===== config.mk =====
export PLATFORM = sky130hd
export DESIGN_NAME = mpeg_audio_frame_header_parser
export DESIGN_NICKNAME = d
export VERILOG_FILES = /design/src/mahp_pkg.sv /design/src/mahp_fifo.sv /design/src/mahp_front.sv /design/src/mahp_back.sv /design/src/mpeg_audio_frame_header_parser.sv
export SDC_FILE = /design/constraint.sdc
export NUM_CORES = 2
export LEC_CHECK = 0
export BUFFER_PORTS_ARGS = -buffer_cell sky130_fd_sc_hd__buf_4
export CAP_MARGIN = 40
export CELL_PAD_IN_SITES_DETAIL_PLACEMENT = 1
export CELL_PAD_IN_SITES_GLOBAL_PLACEMENT = 2
export CORE_MARGIN = 3
export CORE_UTILIZATION = 30
export DETAILED_ROUTE_END_ITERATION = 8
export PLACE_DENSITY_LB_ADDON = 0.1
export SYNTH_ARGS = -nofsm -noshare
export SYNTH_HDL_FRONTEND = slang
export SYNTH_SLANG_ARGS = --single-unit

===== constraint.sdc =====
create_clock -name clk -period 11.4 [get_ports clk]
set_input_delay 0.57 -clock clk [delete_from_list [all_inputs] [get_ports clk]]
set_output_delay 0.57 -clock clk [all_outputs]
set_load 0.01 [all_outputs]

===== src/mahp_pkg.sv =====
// Types, header codes and lookup tables for the MPEG audio frame header parser.
// No dependencies.
package mahp_pkg;

	typedef struct packed {
		logic [31:0] header_word;
		logic        header_complete;
	} header_t;

	typedef struct packed {
		logic        header_ok;
		logic [11:0] frame_len;
		logic [10:0] frame_samples;
		logic [15:0] sample_rate_hz;
		logic [1:0]  channel_count;
		logic [8:0]  kbit_rate;
		logic [1:0]  layer_number;
		logic [1:0]  version_code;
	} frame_info_t;

	localparam int RECIP_SHIFT = 36;
	localparam int RECIP_W     = 24;
	localparam int NUM_W       = 27;
	localparam int QUO_W       = 12;
	localparam int PROD_W      = 28;

	typedef struct packed {
		logic               ok;
		logic [1:0]         layer;
		logic [1:0]         version;
		logic [15:0]        rate;
		logic [RECIP_W-1:0] recip;
		logic [8:0]         bitrate;
		logic [10:0]        samples;
		logic [1:0]         channels;
		logic               pad;
		logic [17:0]        kmul;
	} dec_t;

	localparam logic [7:0] SYNC_BYTE = 8'hFF;
	localparam logic [7:0] SYNC_MASK = 8'hE0;

	localparam logic [1:0] VBITS_V25      = 2'b00;
	localparam logic [1:0] VBITS_RESERVED = 2'b01;
	localparam logic [1:0] VBITS_V2       = 2'b10;
	localparam logic [1:0] VBITS_V1       = 2'b11;
	localparam logic [1:0] LBITS_RESERVED = 2'b00;
	localparam logic [1:0] RI_RESERVED    = 2'b11;
	localparam logic [3:0] BRI_FREE       = 4'd0;
	localparam logic [3:0] BRI_BAD        = 4'd15;
	localparam logic [1:0] MODE_MONO      = 2'b11;

	localparam logic [1:0] VER_MPEG1  = 2'd1;
	localparam logic [1:0] VER_MPEG2  = 2'd2;
	localparam logic [1:0] VER_MPEG25 = 2'd3;
	localparam logic [1:0] LAYER_I    = 2'd1;
	localparam logic [1:0] LAYER_III  = 2'd3;
	localparam logic [1:0] CH_MONO    = 2'd1;
	localparam logic [1:0] CH_STEREO  = 2'd2;

	localparam logic [10:0] SAMPLES_L1    = 11'd384;
	localparam logic [10:0] SAMPLES_SHORT = 11'd576;
	localparam logic [10:0] SAMPLES_LONG  = 11'd1152;
	localparam logic [17:0] K_L1    = 18'd12000;
	localparam logic [17:0] K_SHORT = 18'(576 / 8 * 1000);
	localparam logic [17:0] K_LONG  = 18'(1152 / 8 * 1000);
	localparam logic [11:0] HDR_BYTES = 12'd4;

	// [version bits][rate index]
	localparam logic [15:0] RATE_TAB [4][4] = '{
		'{16'd11025, 16'd12000, 16'd8000,  16'd0},
		'{16'd0,     16'd0,     16'd0,     16'd0},
		'{16'd22050, 16'd24000, 16'd16000, 16'd0},
		'{16'd44100, 16'd48000, 16'd32000, 16'd0}
	};

	// floor(2^RECIP_SHIFT / rate)
	localparam logic [RECIP_W-1:0] RECIP_TAB [4][4] = '{
		'{RECIP_W'((64'd1 << RECIP_SHIFT) / 64'd11025),
		  RECIP_W'((64'd1 << RECIP_SHIFT) / 64'd12000),
		  RECIP_W'((64'd1 << RECIP_SHIFT) / 64'd8000), '0},
		'{'0, '0, '0, '0},
		'{RECIP_W'((64'd1 << RECIP_SHIFT) / 64'd22050),
		  RECIP_W'((64'd1 << RECIP_SHIFT) / 64'd24000),
		  RECIP_W'((64'd1 << RECIP_SHIFT) / 64'd16000), '0},
		'{RECIP_W'((64'd1 << RECIP_SHIFT) / 64'd44100),
		  RECIP_W'((64'd1 << RECIP_SHIFT) / 64'd48000),
		  RECIP_W'((64'd1 << RECIP_SHIFT) / 64'd32000), '0}
	};

	// rows by layer bits: reserved, layer III, layer II, layer I
	localparam logic [8:0] BR_V1 [4][16] = '{
		'{9'd0, 9'd0, 9'd0, 9'd0, 9'd0, 9'd0, 9'd0, 9'd0,
		  9'd0, 9'd0, 9'd0, 9'd0, 9'd0, 9'd0, 9'd0, 9'd0},
		'{9'd0, 9'd32, 9'd40, 9'd48, 9'd56, 9'd64, 9'd80, 9'd96,
		  9'd112, 9'd128, 9'd160, 9'd192, 9'd224, 9'd256, 9'd320, 9'd0},
		'{9'd0, 9'd32, 9'd48, 9'd56, 9'd64, 9'd80, 9'd96, 9'd112,
		  9'd128, 9'd160, 9'd192, 9'd224, 9'd256, 9'd320, 9'd384, 9'd0},
		'{9'd0, 9'd32, 9'd64, 9'd96, 9'd128, 9'd160, 9'd192, 9'd224,
		  9'd256, 9'd288, 9'd320, 9'd352, 9'd384, 9'd416, 9'd448, 9'd0}
	};

	localparam logic [8:0] BR_V2 [4][16] = '{
		'{9'd0, 9'd0, 9'd0, 9'd0, 9'd0, 9'd0, 9'd0, 9'd0,
		  9'd0, 9'd0, 9'd0, 9'd0, 9'd0, 9'd0, 9'd0, 9'd0},
		'{9'd0, 9'd8, 9'd16, 9'd24, 9'd32, 9'd40, 9'd48, 9'd56,
		  9'd64, 9'd80, 9'd96, 9'd112, 9'd128, 9'd144, 9'd160, 9'd0},
		'{9'd0, 9'd8, 9'd16, 9'd24, 9'd32, 9'd40, 9'd48, 9'd56,
		  9'd64, 9'd80, 9'd96, 9'd112, 9'd128, 9'd144, 9'd160, 9'd0},
		'{9'd0, 9'd32, 9'd48, 9'd56, 9'd64, 9'd80, 9'd96, 9'd112,
		  9'd128, 9'd144, 9'd160, 9'd176, 9'd192, 9'd224, 9'd256, 9'd0}
	};

endpackage


===== src/mahp_fifo.sv =====
// Small register-based queue, first-word fall-through.
// No package dependencies.
module mahp_fifo #(
	parameter int WIDTH = 8,
	parameter int DEPTH = 4
) (
	input  logic             clk,
	input  logic             arst_n,
	input  logic             wr_en,
	input  logic [WIDTH-1:0] wr_data,
	output logic             full,
	input  logic             rd_en,
	output logic [WIDTH-1:0] rd_data,
	output logic             empty
);
	localparam int AW = $clog2(DEPTH);
	localparam int CW = $clog2(DEPTH + 1);

	logic [WIDTH-1:0] mem_q [DEPTH];
	logic [AW-1:0]    wr_ptr_q;
	logic [AW-1:0]    rd_ptr_q;
	logic [CW-1:0]    count_q;
	logic             do_wr;
	logic             do_rd;

	assign full    = (count_q == CW'(DEPTH));
	assign empty   = (count_q == '0);
	assign do_wr   = wr_en && !full;
	assign do_rd   = rd_en && !empty;
	assign rd_data = mem_q[rd_ptr_q];

	always_ff @(posedge clk) begin
		if (do_wr) begin
			mem_q[wr_ptr_q] <= wr_data;
		end
	end

	always_ff @(posedge clk or negedge arst_n) begin
		if (!arst_n) begin
			wr_ptr_q <= '0;
			rd_ptr_q <= '0;
			count_q  <= '0;
		end else begin
			if (do_wr) begin
				wr_ptr_q <= (wr_ptr_q == AW'(DEPTH - 1)) ? '0 : wr_ptr_q + AW'(1);
			end
			if (do_rd) begin
				rd_ptr_q <= (rd_ptr_q == AW'(DEPTH - 1)) ? '0 : rd_ptr_q + AW'(1);
			end
			case ({do_wr, do_rd})
				2'b10:   count_q <= count_q + CW'(1);
				2'b01:   count_q <= count_q - CW'(1);
				default: count_q <= count_q;
			endcase
		end
	end

endmodule


===== src/mahp_front.sv =====
// Front end: sync check, rejection of reserved codes and free or bad bitrate indices, and table lookups.
// Depends on mahp_pkg.
module mahp_front (
	input  mahp_pkg::header_t header,
	output mahp_pkg::dec_t    dec
);
	import mahp_pkg::*;

	logic [7:0] b0, b1, b2, b3;
	logic [1:0] vbits, lbits, ri, mode;
	logic [3:0] bri;
	logic       v1;
	logic [1:0] layer;
	logic       pre_ok;

	assign b0    = header.header_word[31:24];
	assign b1    = header.header_word[23:16];
	assign b2    = header.header_word[15:8];
	assign b3    = header.header_word[7:0];
	assign vbits = b1[4:3];
	assign lbits = b1[2:1];
	assign bri   = b2[7:4];
	assign ri    = b2[3:2];
	assign mode  = b3[7:6];
	assign v1    = (vbits == VBITS_V1);
	assign layer = 2'(3'd4 - {1'b0, lbits});

	assign pre_ok = header.header_complete && (b0 == SYNC_BYTE)
		&& ((b1 & SYNC_MASK) == SYNC_MASK) && (vbits != VBITS_RESERVED)
		&& (lbits != LBITS_RESERVED) && (ri != RI_RESERVED)
		&& (bri != BRI_FREE) && (bri != BRI_BAD);

	always_comb begin
		dec = '0;
		if (pre_ok) begin
			dec.ok       = 1'b1;
			dec.layer    = layer;
			dec.rate     = RATE_TAB[vbits][ri];
			dec.recip    = RECIP_TAB[vbits][ri];
			dec.bitrate  = v1 ? BR_V1[lbits][bri] : BR_V2[lbits][bri];
			dec.pad      = b2[1];
			dec.channels = (mode == MODE_MONO) ? CH_MONO : CH_STEREO;
			if (v1) begin
				dec.version = VER_MPEG1;
			end else if (vbits == VBITS_V2) begin
				dec.version = VER_MPEG2;
			end else begin
				dec.version = VER_MPEG25;
			end
			if (layer == LAYER_I) begin
				dec.samples = SAMPLES_L1;
				dec.kmul    = K_L1;
			end else if (layer == LAYER_III && !v1) begin
				dec.samples = SAMPLES_SHORT;
				dec.kmul    = K_SHORT;
			end else begin
				dec.samples = SAMPLES_LONG;
				dec.kmul    = K_LONG;
			end
		end
	end

endmodule


===== src/mahp_back.sv =====
// Back end: frame length pipeline (multiply, reciprocal divide, correct, pad).
// Issues from the decoded-item queue against credit for the result queue.
// Depends on mahp_pkg.
module mahp_back #(
	parameter int OUT_DEPTH = 8
) (
	input  logic                  clk,
	input  logic                  arst_n,
	input  logic                  q_empty,
	input  mahp_pkg::dec_t        q_data,
	output logic                  q_pop,
	output logic                  res_valid,
	output mahp_pkg::frame_info_t res,
	input  logic                  pop_done
);
	import mahp_pkg::*;

	localparam int CW = $clog2(OUT_DEPTH + 1);

	logic [CW-1:0] credit_q;
	logic          issue;

	logic              vld_s1, vld_s2, vld_s3, vld_s4;
	dec_t              dec_s1, dec_s2, dec_s3, dec_s4;
	logic [NUM_W-1:0]  n_s1, n_s2, n_s3;
	logic [QUO_W-1:0]  q_s2, q_s3, qf_s4;
	logic [PROD_W-1:0] p_s3;

	logic [NUM_W+RECIP_W-1:0] recip_prod;
	logic [PROD_W-1:0]        rem;
	logic [QUO_W-1:0]         base;
	logic [11:0]              bytes;

	assign issue = !q_empty && (credit_q < CW'(OUT_DEPTH));
	assign q_pop = issue;

	always_ff @(posedge clk or negedge arst_n) begin
		if (!arst_n) begin
			credit_q <= '0;
			vld_s1   <= 1'b0;
			vld_s2   <= 1'b0;
			vld_s3   <= 1'b0;
			vld_s4   <= 1'b0;
		end else begin
			vld_s1 <= issue;
			vld_s2 <= vld_s1;
			vld_s3 <= vld_s2;
			vld_s4 <= vld_s3;
			case ({issue, pop_done})
				2'b10:   credit_q <= credit_q + CW'(1);
				2'b01:   credit_q <= credit_q - CW'(1);
				default: credit_q <= credit_q;
			endcase
		end
	end

	assign recip_prod = (NUM_W+RECIP_W)'(n_s1) * (NUM_W+RECIP_W)'(dec_s1.recip);
	assign rem        = PROD_W'(n_s3) - p_s3;

	always_ff @(posedge clk) begin
		dec_s1 <= q_data;
		n_s1   <= NUM_W'(q_data.kmul) * NUM_W'(q_data.bitrate);

		dec_s2 <= dec_s1;
		n_s2   <= n_s1;
		q_s2   <= recip_prod[RECIP_SHIFT +: QUO_W];

		dec_s3 <= dec_s2;
		n_s3   <= n_s2;
		q_s3   <= q_s2;
		p_s3   <= PROD_W'(q_s2) * PROD_W'(dec_s2.rate);

		dec_s4 <= dec_s3;
		qf_s4  <= q_s3 + QUO_W'(rem >= PROD_W'(dec_s3.rate));
	end

	assign base  = qf_s4 + QUO_W'(dec_s4.pad);
	assign bytes = (dec_s4.layer == LAYER_I) ? {base[9:0], 2'b00} : base;

	assign res_valid = vld_s4;

	always_comb begin
		res = '0;
		if (dec_s4.ok && (bytes > HDR_BYTES)) begin
			res.header_ok      = 1'b1;
			res.frame_len      = bytes;
			res.frame_samples  = dec_s4.samples;
			res.sample_rate_hz = dec_s4.rate;
			res.channel_count  = dec_s4.channels;
			res.kbit_rate      = dec_s4.bitrate;
			res.layer_number   = dec_s4.layer;
			res.version_code   = dec_s4.version;
		end
	end

endmodule


===== src/mpeg_audio_frame_header_parser.sv =====
// A pushed header goes through the middle queue, stages s1 to s4 and the result queue.
// Throughput: one header per cycle, sustained while results are popped each cycle; the
// four-stage length pipeline issues only against free room in the OUT_DEPTH result queue.
// Reset (arst_n low, asynchronous) empties both queues and the pipeline; any queued or
// in-flight result is discarded.
module mpeg_audio_frame_header_parser #(
	parameter int MID_DEPTH = 4,
	parameter int OUT_DEPTH = 8
) (
	input  logic                  clk,
	input  logic                  arst_n,
	input  logic                  push,
	output logic                  full,
	input  mahp_pkg::header_t     header,
	output logic                  empty,
	input  logic                  pop,
	output mahp_pkg::frame_info_t frame_info
);
	import mahp_pkg::*;

	dec_t        dec;
	dec_t        mid_data;
	logic        mid_empty;
	logic        mid_pop;
	logic        res_valid;
	frame_info_t res;
	logic        pop_done;

	assign pop_done = pop && !empty;

	mahp_front u_front (
		.header (header),
		.dec    (dec)
	);

	mahp_fifo #(
		.WIDTH ($bits(dec_t)),
		.DEPTH (MID_DEPTH)
	) u_mid_q (
		.clk     (clk),
		.arst_n  (arst_n),
		.wr_en   (push),
		.wr_data (dec),
		.full    (full),
		.rd_en   (mid_pop),
		.rd_data (mid_data),
		.empty   (mid_empty)
	);

	mahp_back #(
		.OUT_DEPTH (OUT_DEPTH)
	) u_back (
		.clk       (clk),
		.arst_n    (arst_n),
		.q_empty   (mid_empty),
		.q_data    (mid_data),
		.q_pop     (mid_pop),
		.res_valid (res_valid),
		.res       (res),
		.pop_done  (pop_done)
	);

	mahp_fifo #(
		.WIDTH ($bits(frame_info_t)),
		.DEPTH (OUT_DEPTH)
	) u_out_q (
		.clk     (clk),
		.arst_n  (arst_n),
		.wr_en   (res_valid),
		.wr_data (res),
		.full    (),
		.rd_en   (pop),
		.rd_data (frame_info),
		.empty   (empty)
	);

endmodule


==> results.py <==
metrics = {
    "placed_design": {
        "buffer_ports.inserted": 75,
        "routabilityCongestion": 0.7379,
        "place_hpwl_microns": 105600,
        "dp.cells": 6693,
    },
    "floorplanning": {
        "die-area_sq_um": 184400,
        "start_util_pct": 30.35,
        "std_cell_rows": 154,
        "core_area_sq_um": 177300,
        "die_height_microns": 429.5,
        "io-pin-count": 94,
        "floorplan.die.width_microns": 429.5,
    },
    "yosys": {
        "post_synth.cell_area_avg_sq_um": 12.41,
        "postSynthCellCount": 4335,
        "ys_seq_area_share_pct": 43.21,
        "synth-async-reset-ratio_pct": 2.877,
        "synth_seq_cells": 869,
        "netlist-cell-type-count": 81,
        "ys_warn_count": 0,
        "cell_area_after_synthesis_sq_um": 53800,
        "synth_edf_count": 572,
        "ys.flop_type": "sky130_fd_sc_hd__edfxtp_1",
    },
    "cts": {
        "cts-buffers-inserted": 96,
        "cts_htree_levels": 3,
        "cts_root_buf": "sky130_fd_sc_hd__clkbuf_16",
        "cts_setup_buffers": 0,
        "clk_path_buf_depth": 3,
        "post_cts.resized_instances": 0,
        "cts.sinks": 869,
        "clk_transition_reported_paths_ps": 70,
        "clock_insertion_delay_worst_skew_ps": 730,
        "cts_tree": "done",
    },
    "timing": {
        "report.final.setup_viol": 0,
        "grt_setup_unrepaired": "false",
        "final_worst_clock_skew_ps": 62.28,
        "final-max-slew-violation-count": 0,
        "max_freq_mhz": 130.7,
        "worstMarginPinSlew_ps": 871.1,
        "final.period_utilization_pct": 67.09,
        "worst_slew_margin_rel_pct": 41.85,
        "whs_ps": 254.3,
        "final_layout_setup_total_negative_slack_ps": 0,
        "finalHoldViolCount": 0,
        "finalWorstPathRequiredPeriod_ps": 7649,
    },
    "critical_path": {
        "timing_worst_setup_path_type": "reg2reg",
        "cp_common_cell": "sky130_fd_sc_hd__fa_1",
        "r2r-end": "u_back.q_s2[11]$_DFF_P_",
        "worst_path_slowest_cell": "sky130_fd_sc_hd__dfxtp_1",
        "crit_path_cell_trace": "buf_4 > nand2_1 > fa_1 > inv_1 > fa_1 > fa_1 > fa_1 > fa_1 > fa_1 > inv_1 > fa_1 > inv_1 > ha_1 > nand4_1 > nor4_1 > nand2_1 > o311ai_1 > buf_2 > a2111oi_0 > o31ai_1 > a21oi_1 > xnor2_1",
        "kind_of_launch_point_of_the_worst_setup_path": "flip-flop",
        "cp_data_arrival_time_ps": 8250,
        "worst_path_dominant_cell_family": "adder cells",
        "first_element_of_the_critical_path": "u_back.n_s1[16]$_DFF_P_",
        "regToRegSetupSlack_ps": 3750,
        "r2r_cells": 22,
        "crit_required_ps": 12000,
        "worst_r2r_start": "u_back.n_s1[16]$_DFF_P_",
        "crit_buf_inv": 5,
        "crit_end": "u_back.q_s2[11]$_DFF_P_",
        "setup.worst_path.end_class": "flip-flop",
        "crit_cells": 22,
        "timing.critical_path.slowest_cell_delay_ps": 860,
        "worstPathMaxFanout": 16,
    },
    "grt": {
        "grt.overflow.total": 0,
        "globalRouteTotalUtil_pct": 16.84,
        "antenna_found_initial": 20,
        "grt_start_max_net_pins": 47,
        "grt_pass1_vias": 36608,
        "grt_first_pass_wirelength_microns": 233300,
    },
    "routing": {
        "postRouteWirelength_microns": 151800,
        "detailed_routing_iterations_pass_1": 7,
        "vias": 31609,
        "initial_drc_count": 1362,
        "antenna_violating_nets_post_route": 0,
        "wire_per_inst_microns": 22.06,
        "via_per_inst": 4.593,
        "drc": 0,
    },
    "flow_run": {
        "max_cap_violations": 0,
    },
    "cells_and_area": {
        "drive_above_1_share_pct": 12.46,
        "layout.core_utilization_pct": 34.55,
        "final-instance-count-excl-fill": 6882,
        "design.final.nets": 5356,
        "syn2layout_area_growth_pct": 13.84,
    },
    "min_path": {
        "worst_hold_startpoint": "header[10]",
        "hold_path_class": "in2reg",
    },
    "outcome": {
        "status": "completed",
    },
}
## how the worst min path moves through the flow
stage,endpoint,slack [ps],depth (start not counted)
2_1_floorplan,u_back.credit_q[0]$_DFFE_PN0P_,270,0
3_3_place_gp,u_back.n_s3[20]$_DFF_P_,310,0
3_5_place_dp,u_back.dec_s2[81]$_DFF_P_,310,0
4_1_cts,u_mid_q.mem_q[0][18]$_DFFE_PP_,190,2
5_1_grt,u_mid_q.mem_q[0][18]$_DFFE_PP_,230,2
6_report,u_mid_q.mem_q[0][18]$_DFFE_PP_,250,2
## placed cells by master (no fill, tap or decap), drive strengths merged, types with 10 or more instances in the layout
master and count:
xnor2 68, and3 19, nor2 105, or3 12
mux4 143, nor2b 20, o21a 10, o21ai 49
a21o 26, a211oi 16, and2 432, buf 182
a31oi 15, a21oi 102, nand2b 20, nand2 375
dfrtp 25, edfxtp 572, inv 749, dfxtp 272
xor2 28, clkbuf 134, mux2 48, clkinv 31
ha 333, nor3 32, conb 10, nand3 28
fa 534, nand4 15
## Yosys cell counts (20+ instances only)
library cell	number	area, sq um
sky130_fd_sc_hd__o21ai_0	47	235.2
sky130_fd_sc_hd__edfxtp_1	572	17180
sky130_fd_sc_hd__nand2_1	375	1408
sky130_fd_sc_hd__fa_1	534	10690
sky130_fd_sc_hd__nand3_1	28	140.1
sky130_fd_sc_hd__a21o_1	25	187.7
sky130_fd_sc_hd__a21oi_1	101	505.5
sky130_fd_sc_hd__nor3_1	32	160.2
sky130_fd_sc_hd__nor2_1	105	394.1
sky130_fd_sc_hd__xor2_1	28	245.2
sky130_fd_sc_hd__mux2_2	48	540.5
sky130_fd_sc_hd__inv_1	745	2796
sky130_fd_sc_hd__clkbuf_1	136	510.5
sky130_fd_sc_hd__nor2b_1	20	125.1
sky130_fd_sc_hd__dfxtp_1	272	5445
sky130_fd_sc_hd__and2_1	431	2696
sky130_fd_sc_hd__mux4_2	143	3221
sky130_fd_sc_hd__xnor2_1	68	595.6
sky130_fd_sc_hd__ha_1	333	4167
sky130_fd_sc_hd__nand2b_1	20	125.1
sky130_fd_sc_hd__dfrtp_1	25	625.6
## registers in the layout (all words and copies together), names as in the netlist, 19 cells and up
register and count:
u_back.dec_s1 55, u_back.dec_s4 32, u_back.n_s1 19, u_back.n_s2 19, u_back.dec_s3 32, u_out_q.mem_q 344, u_back.n_s3 19, u_mid_q.mem_q 228
u_back.dec_s2 32, u_back.p_s3 28
## kinds of logic (layout without fill, tap and decap cells)
logic type | Yosys count | count (layout) | share of synthesized area (%)
compound gates | 292 | 292 | 3.498
xor+xnor | 96 | 96 | 1.563
fa+ha+maj | 867 | 867 | 27.62
buf+inv | 919 | 1111 | 6.540
flops | 869 | 869 | 43.21
mux | 200 | 200 | 7.159
other cells | 1 | 16 | 0.006971
simple gates | 1091 | 1091 | 10.40
## timing repair
action | in CTS | in global routing
endpoints found under the setup margin | 0 | 0
endpoints found under the hold margin | 25 | 0
hold buffers | 1 | 0
## stage by stage
stage	area, sq um	worst slack, ps
2_1_floorplan	53830	4819
6_report	61240	3751
5_1_grt	61230	3236
4_1_cts	61230	3585
3_5_place_dp	57840	3637
3_3_place_gp	57310	3074
## area by class of cell
cell class / instances / area, sq um
clock inverter: 48 / 660.6
clock buffer: 134 / 2711
fill: 18939 / 116000
sequential: 869 / 23260
timing repair buffer: 183 / 1722
tap: 2340 / 2928
multi-input combinational: 2556 / 27140
antenna: 6 / 15.01
inverter: 746 / 2800
## metal layers
| metal | routed length (microns) | track usage (%) | vias up | part of all wire [%] |
|---|---|---|---|---|
| li1 | - | - | 14430 | - |
| met1 | 71180 | 22.90 | 16662 | 47 |
| met2 | 73520 | 28.74 | 350 | 48 |
| met3 | 3858 | 1.893 | 167 | 2.5 |
| met4 | 3283 | 4.007 | 0 | 2.2 |
| met5 | 0 | 0 | - | 0 |
Power is left out: the tool's default activity adds up to more than one toggle a clock period on the data nets, which glitch-free logic cannot reach.
